### src/rtl/aqvc_pkg.sv
// shared constants for the air quality vent controller
`default_nettype none
package aqvc_pkg;

  // item kinds
  localparam logic [1:0] OP_TICK   = 2'd0;
  localparam logic [1:0] OP_SAMPLE = 2'd1;
  localparam logic [1:0] OP_BUTTON = 2'd2;
  localparam logic [1:0] OP_PHONE  = 2'd3;

  // actuator commands
  localparam logic [1:0] CMD_NONE    = 2'd0;
  localparam logic [1:0] CMD_ADVANCE = 2'd1;
  localparam logic [1:0] CMD_RETRACT = 2'd2;
  localparam logic [1:0] CMD_STOP    = 2'd3;

  // actuator modes
  localparam logic [1:0] MODE_STOP_ADV = 2'd0;
  localparam logic [1:0] MODE_ADV      = 2'd1;
  localparam logic [1:0] MODE_STOP_RET = 2'd2;
  localparam logic [1:0] MODE_RET      = 2'd3;

  // configuration register indexes
  localparam logic [1:0] CFG_THRESHOLD = 2'd0;
  localparam logic [1:0] CFG_COOLDOWN  = 2'd1;
  localparam logic [1:0] CFG_FLOOR     = 2'd2;

  localparam logic [6:0]  THRESHOLD_RST = 7'd50;
  localparam logic [7:0]  COOLDOWN_RST  = 8'd10;
  localparam logic [31:0] FLOOR_RST     = 32'd50000;

  // score arithmetic, fixed point form of 0.75 * gas + 0.25 * humidity
  localparam logic [16:0] HUM_LO   = 17'd38000;
  localparam logic [16:0] HUM_HI   = 17'd42000;
  localparam logic [16:0] HUM_SPAN = 17'd40000;
  localparam logic [16:0] GAS_K    = 17'd120000;
  localparam logic [16:0] DEN_K    = 17'd1600;
  localparam logic [6:0]  SCORE_NONE = 7'd50;
  localparam logic [6:0]  SCORE_MAX  = 7'd100;
  localparam int unsigned Q_BITS = 7;

  // phone digits
  localparam logic [7:0] CHAR_0 = 8'h30;
  localparam logic [7:0] CHAR_9 = 8'h39;
  localparam logic [7:0] PB_ADVANCE = 8'd1;
  localparam logic [7:0] PB_RETRACT = 8'd2;
  localparam logic [7:0] PB_STOP    = 8'd3;

endpackage
`default_nettype wire

### src/rtl/aqvc_score.sv
// score unit: shared multiplier for the products, then restoring divide
`default_nettype none
module aqvc_score #(
  parameter int GAS_BITS = 32
) (
  input  wire logic                clk,
  input  wire logic                rst,
  input  wire logic                start,
  input  wire logic [GAS_BITS-1:0] gas,
  input  wire logic [GAS_BITS-1:0] peak,
  input  wire logic [16:0]         humidity,
  output logic                     done,
  output logic [6:0]               score
);

  localparam int NUM_W  = GAS_BITS + 18;
  localparam int PROD_W = GAS_BITS + 17;
  localparam int DEN_W  = GAS_BITS + 11;
  localparam int Q_BITS_L = aqvc_pkg::Q_BITS;

  localparam logic [1:0] S_IDLE = 2'd0;
  localparam logic [1:0] S_MUL  = 2'd1;
  localparam logic [1:0] S_DIV  = 2'd2;

  logic [1:0]          st;
  logic [1:0]          step;
  logic [2:0]          bitpos;
  logic [GAS_BITS-1:0] m_r;
  logic [GAS_BITS-1:0] peak_r;
  logic [16:0]         hum_r;
  logic [PROD_W-1:0]   prod;
  logic [NUM_W-1:0]    rem;
  logic [DEN_W-1:0]    den;
  logic [Q_BITS_L-1:0] quo;

  logic [16:0]         hum_dist;
  logic [16:0]         hum_part;
  logic [16:0]         mul_a;
  logic [GAS_BITS-1:0] mul_b;
  logic [NUM_W-1:0]    den_sh;
  logic                fits;

  // distance outside the comfort band and its humidity credit
  always_comb begin
    if (humidity < aqvc_pkg::HUM_LO) begin
      hum_dist = aqvc_pkg::HUM_LO - humidity;
    end else if (humidity > aqvc_pkg::HUM_HI) begin
      hum_dist = humidity - aqvc_pkg::HUM_HI;
    end else begin
      hum_dist = '0;
    end
    hum_part = (hum_dist < aqvc_pkg::HUM_SPAN) ? aqvc_pkg::HUM_SPAN - hum_dist : '0;
  end

  // operand select for the one multiplier
  always_comb begin
    case (step)
      2'd0:    mul_a = aqvc_pkg::GAS_K;
      2'd1:    mul_a = hum_r;
      default: mul_a = aqvc_pkg::DEN_K;
    endcase
    mul_b = (step == 2'd0) ? m_r : peak_r;
  end

  assign den_sh = NUM_W'(den) << bitpos;
  assign fits   = rem >= den_sh;

  always_ff @(posedge clk) begin
    if (rst) begin
      st   <= S_IDLE;
      done <= 1'b0;
    end else begin
      done <= 1'b0;
      case (st)
        S_IDLE: begin
          if (start) begin
            st <= S_MUL;
          end
        end
        S_MUL: begin
          if (step == 2'd3) begin
            st <= S_DIV;
          end
        end
        S_DIV: begin
          if (bitpos == 3'd0) begin
            st   <= S_IDLE;
            done <= 1'b1;
          end
        end
        default: st <= S_IDLE;
      endcase
    end
  end

  always_ff @(posedge clk) begin
    if (st == S_IDLE && start) begin
      m_r    <= (gas < peak) ? gas : peak;
      peak_r <= peak;
      hum_r  <= hum_part;
      step   <= 2'd0;
    end
    if (st == S_MUL) begin
      prod <= PROD_W'(mul_a) * PROD_W'(mul_b);
      step <= step + 2'd1;
      case (step)
        2'd1:    rem <= NUM_W'(prod);
        2'd2:    rem <= rem + NUM_W'(prod);
        2'd3: begin
          den    <= prod[DEN_W-1:0];
          bitpos <= 3'(Q_BITS_L - 1);
          quo    <= '0;
        end
        default: ;
      endcase
    end
    if (st == S_DIV) begin
      if (fits) begin
        rem         <= rem - den_sh;
        quo[bitpos] <= 1'b1;
      end
      bitpos <= bitpos - 3'd1;
    end
  end

  assign score = quo;

  a_start_idle: assert property (@(posedge clk) disable iff (rst)
    start |-> st == S_IDLE) else $error("score request while unit busy");
  a_done_range: assert property (@(posedge clk) disable iff (rst)
    done |-> score <= aqvc_pkg::SCORE_MAX) else $error("score above 100");
  a_done_after_div: assert property (@(posedge clk) disable iff (rst)
    done |-> $past(st) == S_DIV) else $error("done without divide");

endmodule
`default_nettype wire

### src/rtl/air_quality_vent_controller.sv
// air quality vent controller top level: mode, cooldown, baseline and result register
//
//  channel | direction | handshake            | contents
//  in      | request   | in_valid / in_ready  | opcode, gas_ohms, humidity_milli, phone_byte,
//          |           |                      | actuator_ready
//  out     | result    | out_valid / out_ready| cmd_valid, cmd_code, score_valid, air_score,
//          |           |                      | auto_alert, unknown_cmd, mode_now
//  cfg     | write     | cfg_we               | cfg_index, cfg_data
//
// tick, button, phone and no-baseline sample requests finish in the accept cycle; result next cycle
// a sample with a baseline goes through the three products on the shared multiplier,
// then 7 restoring divide steps for the score, then the result register load
// in_ready is low while a score is in the unit or a result waits with out_ready low
// synchronous reset restores the configuration registers, clears mode, cooldown, gas baseline and out_valid
`default_nettype none
module air_quality_vent_controller #(
  parameter int GAS_BITS = 32
) (
  input  wire logic        clk,
  input  wire logic        rst,
  input  wire logic        in_valid,
  output logic             in_ready,
  input  wire logic [1:0]  opcode,
  input  wire logic [31:0] gas_ohms,
  input  wire logic [16:0] humidity_milli,
  input  wire logic [7:0]  phone_byte,
  input  wire logic        actuator_ready,
  output logic             out_valid,
  input  wire logic        out_ready,
  output logic             cmd_valid,
  output logic [1:0]       cmd_code,
  output logic             score_valid,
  output logic [6:0]       air_score,
  output logic             auto_alert,
  output logic             unknown_cmd,
  output logic [1:0]       mode_now,
  input  wire logic        cfg_we,
  input  wire logic [1:0]  cfg_index,
  input  wire logic [31:0] cfg_data
);

  localparam logic ST_IDLE  = 1'b0;
  localparam logic ST_SCORE = 1'b1;

  logic                st;
  logic [6:0]          threshold;
  logic [7:0]          cool_reload;
  logic [31:0]         base_floor;
  logic [1:0]          mode;
  logic [1:0]          mode_next;
  logic [7:0]          cooldown;
  logic [7:0]          cooldown_next;
  logic [GAS_BITS-1:0] gas_peak;
  logic [GAS_BITS-1:0] gas_peak_next;
  logic                rdy_r;

  logic                in_acc;
  logic                out_acc;
  logic                is_sample;
  logic [GAS_BITS-1:0] gas_in;
  logic                sc_start;
  logic                sc_done;
  logic [6:0]          sc_score;
  logic                fin;
  logic [6:0]          fin_score;
  logic                link_ok;
  logic                auto_go;
  logic [7:0]          pb;
  logic [1:0]          cmd;
  logic                unk;
  logic                load_out;

  assign in_ready  = (st == ST_IDLE) && (!out_valid || out_ready);
  assign in_acc    = in_valid && in_ready;
  assign out_acc   = out_valid && out_ready;
  assign is_sample = opcode == aqvc_pkg::OP_SAMPLE;
  assign gas_in    = gas_ohms[GAS_BITS-1:0];

  // baseline rises only above the current peak and the floor
  assign gas_peak_next = (gas_in > gas_peak && 32'(gas_in) > base_floor) ? gas_in : gas_peak;

  assign sc_start  = in_acc && is_sample && gas_peak_next != '0;
  assign fin       = (in_acc && is_sample && gas_peak_next == '0) || sc_done;
  assign fin_score = sc_done ? sc_score : aqvc_pkg::SCORE_NONE;
  assign link_ok   = sc_done ? rdy_r : actuator_ready;
  assign auto_go   = fin_score < threshold && cooldown == 8'd0 && mode != aqvc_pkg::MODE_ADV;
  assign load_out  = (in_acc && !is_sample) || fin;

  // ascii digits fold to their value
  assign pb = (phone_byte >= aqvc_pkg::CHAR_0 && phone_byte <= aqvc_pkg::CHAR_9) ?
              phone_byte - aqvc_pkg::CHAR_0 : phone_byte;

  always_comb begin
    mode_next     = mode;
    cooldown_next = cooldown;
    cmd           = aqvc_pkg::CMD_NONE;
    unk           = 1'b0;
    if (in_acc) begin
      case (opcode)
        aqvc_pkg::OP_TICK: begin
          if (cooldown != 8'd0) begin
            cooldown_next = cooldown - 8'd1;
          end
        end
        aqvc_pkg::OP_BUTTON: begin
          cooldown_next = cool_reload;
          case (mode)
            aqvc_pkg::MODE_STOP_ADV: begin
              mode_next = aqvc_pkg::MODE_ADV;
              cmd       = aqvc_pkg::CMD_ADVANCE;
            end
            aqvc_pkg::MODE_ADV: begin
              mode_next = aqvc_pkg::MODE_STOP_RET;
              cmd       = aqvc_pkg::CMD_STOP;
            end
            aqvc_pkg::MODE_STOP_RET: begin
              mode_next = aqvc_pkg::MODE_RET;
              cmd       = aqvc_pkg::CMD_RETRACT;
            end
            default: begin
              mode_next = aqvc_pkg::MODE_STOP_ADV;
              cmd       = aqvc_pkg::CMD_STOP;
            end
          endcase
        end
        aqvc_pkg::OP_PHONE: begin
          cooldown_next = cool_reload;
          if (pb == aqvc_pkg::PB_ADVANCE) begin
            mode_next = aqvc_pkg::MODE_ADV;
            cmd       = aqvc_pkg::CMD_ADVANCE;
          end else if (pb == aqvc_pkg::PB_RETRACT) begin
            mode_next = aqvc_pkg::MODE_RET;
            cmd       = aqvc_pkg::CMD_RETRACT;
          end else if (pb == aqvc_pkg::PB_STOP) begin
            mode_next = aqvc_pkg::MODE_STOP_ADV;
            cmd       = aqvc_pkg::CMD_STOP;
          end else begin
            unk = 1'b1;
          end
        end
        default: ;
      endcase
    end
    if (fin && auto_go) begin
      mode_next = aqvc_pkg::MODE_ADV;
      cmd       = aqvc_pkg::CMD_ADVANCE;
    end
    if (!(fin ? link_ok : actuator_ready)) begin
      cmd = aqvc_pkg::CMD_NONE;
    end
  end

  always_ff @(posedge clk) begin
    if (rst) begin
      st          <= ST_IDLE;
      threshold   <= aqvc_pkg::THRESHOLD_RST;
      cool_reload <= aqvc_pkg::COOLDOWN_RST;
      base_floor  <= aqvc_pkg::FLOOR_RST;
      mode        <= aqvc_pkg::MODE_STOP_ADV;
      cooldown    <= 8'd0;
      gas_peak    <= '0;
      out_valid   <= 1'b0;
    end else begin
      if (cfg_we) begin
        case (cfg_index)
          aqvc_pkg::CFG_THRESHOLD: threshold   <= cfg_data[6:0];
          aqvc_pkg::CFG_COOLDOWN:  cool_reload <= cfg_data[7:0];
          aqvc_pkg::CFG_FLOOR:     base_floor  <= cfg_data;
          default: ;
        endcase
      end
      mode     <= mode_next;
      cooldown <= cooldown_next;
      if (in_acc && is_sample) begin
        gas_peak <= gas_peak_next;
      end
      if (sc_start) begin
        st <= ST_SCORE;
      end else if (sc_done) begin
        st <= ST_IDLE;
      end
      if (load_out) begin
        out_valid <= 1'b1;
      end else if (out_acc) begin
        out_valid <= 1'b0;
      end
    end
  end

  always_ff @(posedge clk) begin
    if (sc_start) begin
      rdy_r <= actuator_ready;
    end
    if (load_out) begin
      cmd_valid   <= cmd != aqvc_pkg::CMD_NONE;
      cmd_code    <= cmd;
      score_valid <= fin;
      air_score   <= fin ? fin_score : 7'd0;
      auto_alert  <= fin && auto_go;
      unknown_cmd <= unk;
      mode_now    <= mode_next;
    end
  end

  aqvc_score #(
    .GAS_BITS(GAS_BITS)
  ) u_score (
    .clk      (clk),
    .rst      (rst),
    .start    (sc_start),
    .gas      (gas_in),
    .peak     (gas_peak_next),
    .humidity (humidity_milli),
    .done     (sc_done),
    .score    (sc_score)
  );

  a_no_result_while_scoring: assert property (@(posedge clk) disable iff (rst)
    st == ST_SCORE |-> !out_valid) else $error("result pending during score");
  a_done_only_scoring: assert property (@(posedge clk) disable iff (rst)
    sc_done |-> st == ST_SCORE) else $error("score done while idle");
  a_alert_is_advance: assert property (@(posedge clk) disable iff (rst)
    out_valid && auto_alert |-> score_valid && mode_now == aqvc_pkg::MODE_ADV)
    else $error("auto alert without advance on a sample");
  a_cmd_consistent: assert property (@(posedge clk) disable iff (rst)
    out_valid |-> cmd_valid == (cmd_code != aqvc_pkg::CMD_NONE))
    else $error("command valid and code disagree");

endmodule
`default_nettype wire
### config.mk
export PLATFORM = sky130hd
export DESIGN_NAME = air_quality_vent_controller
export DESIGN_NICKNAME = d
export VERILOG_FILES = /design/src/rtl/aqvc_pkg.sv /design/src/rtl/aqvc_score.sv /design/src/rtl/air_quality_vent_controller.sv
export SDC_FILE = /design/constraint.sdc
export NUM_CORES = 2
export LEC_CHECK = 0
export ABC_AREA = 1
export BUFFER_PORTS_ARGS = -buffer_cell sky130_fd_sc_hd__buf_4
export CAP_MARGIN = 20
export CORE_ASPECT_RATIO = 0.9
export CORE_MARGIN = 2
export CORE_UTILIZATION = 26
export DETAILED_ROUTE_END_ITERATION = 7
export PLACE_DENSITY = 0.5
export SLEW_MARGIN = 40
export SYNTH_ARGS = -nofsm -noshare
export SYNTH_HDL_FRONTEND = slang
export SYNTH_SLANG_ARGS = --single-unit
### constraint.sdc
create_clock -name clk -period 15.7 [get_ports clk]
set_clock_uncertainty 0.2 [all_clocks]
set_input_delay 2.355 -clock clk [delete_from_list [all_inputs] [get_ports clk]]
set_output_delay 2.355 -clock clk [all_outputs]
set_load 0.1 [all_outputs]
==> out/qor.yml <==
gp_congestion: 0.977
drtAntennaViolNets: 0
synth_top_area_frac: 0.211
min_path_cells: 2
finalCriticalPeriod_ns: 8.30
avgViaCountPerCell: 4.68
ys.flop_type: "edfxtp_1"
dp_hpwl_um: 115000
grt_max_degree: 68
synth_compound_area_frac: 0.133
yosysSeqAreaShare: 0.207
num_rows: 141
antennaDiodeCount: 0
timing.rr.end: "u_score.prod[45]"
yosysUniqueCellTypes: 66
io_buffers: 115
top_usage_layer: "met2"
crit_path_start_kind: "register"
fillers: 17890
syn_area_mm2: 0.0427
syn_to_final_growth_pct: 11.5
worstPathArrival_ns: 8.46
cp.required_ns: 15.87
syn_area_per_cell_um2: 7.45
initial_core_util: 0.261
clockBufferDepth: 3
ff_latch_area_mm2: 0.00885
synthXorXnorAreaFrac: 0.0242
detail_route.wl_per_cell_um: 17.7
synth_seq_cells: 345
final-setup-viol-count: 0
crit_path_end_kind: "register"
tightest_slew_ns: 0.958
async_flop_share: 0
rsz0062_at_grt: "no"
insertion_delay_ns: 0.62
synth_edf_count: 194
status: "completed"
relSlewSlack: 0.359
grt.overflow.total: 0
syn_nets: 6633
hold_class: "reg -> reg"
ios: 116
cts_sinks: 345
cap_violations: 0
clkSlewWorstSetupHoldPaths_ns: 0.06
cts_tree: "built"
drtPass1Iterations: 6
finalHoldViolations: 0
use_met2: 0.252
rr_worst_depth: 27
finalCritPeriodShare: 0.529
multi_input_area_mm2: 0.0290
yosys.area_share.simple: 0.205
die_area_mm2: 0.168
synthTopCellsByArea: "fa_1, edfxtp_1, nand2_1"
grt_pass1_wl_um: 220000
syn_inst: 5735
routed_wl_um: 141000
die_h_um: 389
r2r_slack_ns: 7.40
vias: 37236
antenna_found_initial: 1
report.final.slew_viol_count: 0
synthAdderAreaFrac: 0.313
die_x_um: 431
yosysWarnings: 0
htree_levels: 2
drc: 0
critPathCapture: "u_score.prod[45]"
cp-startpoint: "u_score.step[0]"
cts_buffers: 44
timing.final.ws_setup_ns: 7.40
cts-resized-gates: 0
pre_cts_ws_ns: 7.36
clock.fmax_mhz: 120
nets: 6674
path_class: "reg -> reg"
cp_max_fo: 64
cts-root-buf: "clkbuf_16"
core_mm2: 0.164
grt_usage: 0.167
drive_above_1_share: 0.0642
holdBufCountCts: 0
grt.met3_usage: 0.0285
setup_tns_ns: 0
drt_iter0_markers: 2773
grt_pass1_vias: 37424
synth.area.mux_share: 0.000937
post_cts.repair.setup_buffers: 0
met1_usage: 0.245
r2r_start: "u_score.step[0]"
synth_top_family_by_area: "adder cells"
yosysTopAreaCell: "fa_1"
-- final cells by class --
type | instances | share of cell area
Inverter | 1107 | 0.0873
Sequential cell | 345 | 0.186
Tap cell | 2145 | 0.0563
Multi-Input combinational cell | 4099 | 0.610
Timing Repair Buffer | 179 | 0.0284
Clock inverter | 20 | 0.00457
Clock buffer | 62 | 0.0279
-- metal layers --
layer  up-vias  routed length, um
met4         0               3580
met3       159               8470
met2       913              59200
met1     17943              69400
li1      18221                  -
met5         -                  0
-- cells in the mapped netlist (6+ instances only) --
cell type / instances
a211oi_1: 8
a21boi_0: 11
a21o_1: 20
a21oi_1: 403
a31oi_1: 60
and3_1: 6
buf_1: 21
buf_2: 14
buf_6: 12
clkbuf_1: 136
clkinv_1: 13
dfxtp_1: 151
edfxtp_1: 194
fa_1: 451
ha_1: 348
inv_1: 1078
inv_2: 15
nand2_1: 1296
nand2_2: 15
nand3_1: 156
nand4_1: 51
nor2_1: 537
nor2_2: 18
nor3_1: 28
nor4_1: 15
o211ai_1: 33
o211ai_2: 11
o21a_1: 19
o21ai_0: 373
o21ai_1: 26
o21ai_2: 10
o21bai_1: 10
o221ai_1: 7
o31ai_1: 6
or2_2: 9
xnor2_1: 52
xor2_1: 66
-- worst min-delay path by stage --
stage,start,end,slack (ns)
floorplan,u_score.score[3],u_score.score[3],0.23
global placement,base_floor[7],base_floor[7],0.25
detailed placement,u_score.score[0],u_score.score[0],0.25
CTS,base_floor[13],base_floor[13],0.26
global route,base_floor[3],base_floor[3],0.29
finish,u_score.score[0],u_score.score[0],0.26
-- worst max-delay path, stage by stage, from the launching register on --
cell	delay (ns)
edfxtp_1	0.47
inv_1	0.16
ha_2	0.18
buf_4	0.53
nand2_1	0.09
o21ai_1	0.16
buf_4	0.24
clkinv_1	0.45
nor2_1	0.28
fa_1	0.49
fa_1	0.53
ha_1	0.22
fa_1	0.48
inv_1	0.06
fa_1	0.53
fa_1	0.56
inv_1	0.06
ha_1	0.35
nand2_1	0.08
o21ai_0	0.23
a21oi_1	0.10
o21ai_0	0.34
a21oi_1	0.23
o21ai_0	0.37
nand4_1	0.13
o211ai_1	0.20
a31oi_1	0.16
xnor2_1	0.15
-- per-stage QoR --
stage / hold slack (ns) / utilization / std cells / area (um^2)
6_report: 0.255 / 0.291 / 7957 / 47600
5_1_grt: 0.287 / 0.291 / 7957 / 47600
4_1_cts: 0.260 / 0.291 / 7957 / 47600
3_5_place_dp: 0.252 / 0.281 / 7875 / 46100
3_3_place_gp: 0.246 / 0.281 / 7875 / 46000
2_1_floorplan: 0.226 / - / 5735 / 42700
-- cell usage in the layout, fill, tap and decap left out, types with 27 or more instances in the layout --
| master | count |
|---|---|
| nand2_1 | 1294 |
| inv_1 | 1072 |
| nor2_1 | 536 |
| fa_1 | 451 |
| a21oi_1 | 402 |
| o21ai_0 | 364 |
| ha_1 | 345 |
| edfxtp_1 | 194 |
| buf_4 | 177 |
| nand3_1 | 155 |
| dfxtp_1 | 151 |
| xor2_1 | 66 |
| a31oi_1 | 57 |
| xnor2_1 | 52 |
| nand4_1 | 51 |
| clkbuf_16 | 51 |
| o211ai_1 | 33 |
| o21ai_1 | 28 |
| nor3_1 | 27 |
-- logic make-up (layout without fill, tap and decap cells) --
group | Yosys count | in the layout
flops | 345 | 345
xor+xnor | 118 | 118
simple gates | 2157 | 2157
mux | 4 | 4
buf+inv | 1291 | 1368
fa+ha+maj | 799 | 799
compound gates | 1021 | 1021
-- state kept, by name, summed over array words and instances (netlist names), 2 cells and up --
register	cells
u_score.hum_r	17
u_score.m_r	32
u_score.step	2
u_score.rem	50
u_score.score	7
u_score.prod	49
cmd_code	2
threshold	7
u_score.den	43
mode	2
cool_reload	8
base_floor	32
air_score	7
u_score.bitpos	3
gas_peak	32
cooldown	8
u_score.st	2
u_score.peak_r	32
mode_now	2
Power is not shown: default switching activity piles up to over one toggle a cycle in this logic, so the estimate is an artifact.
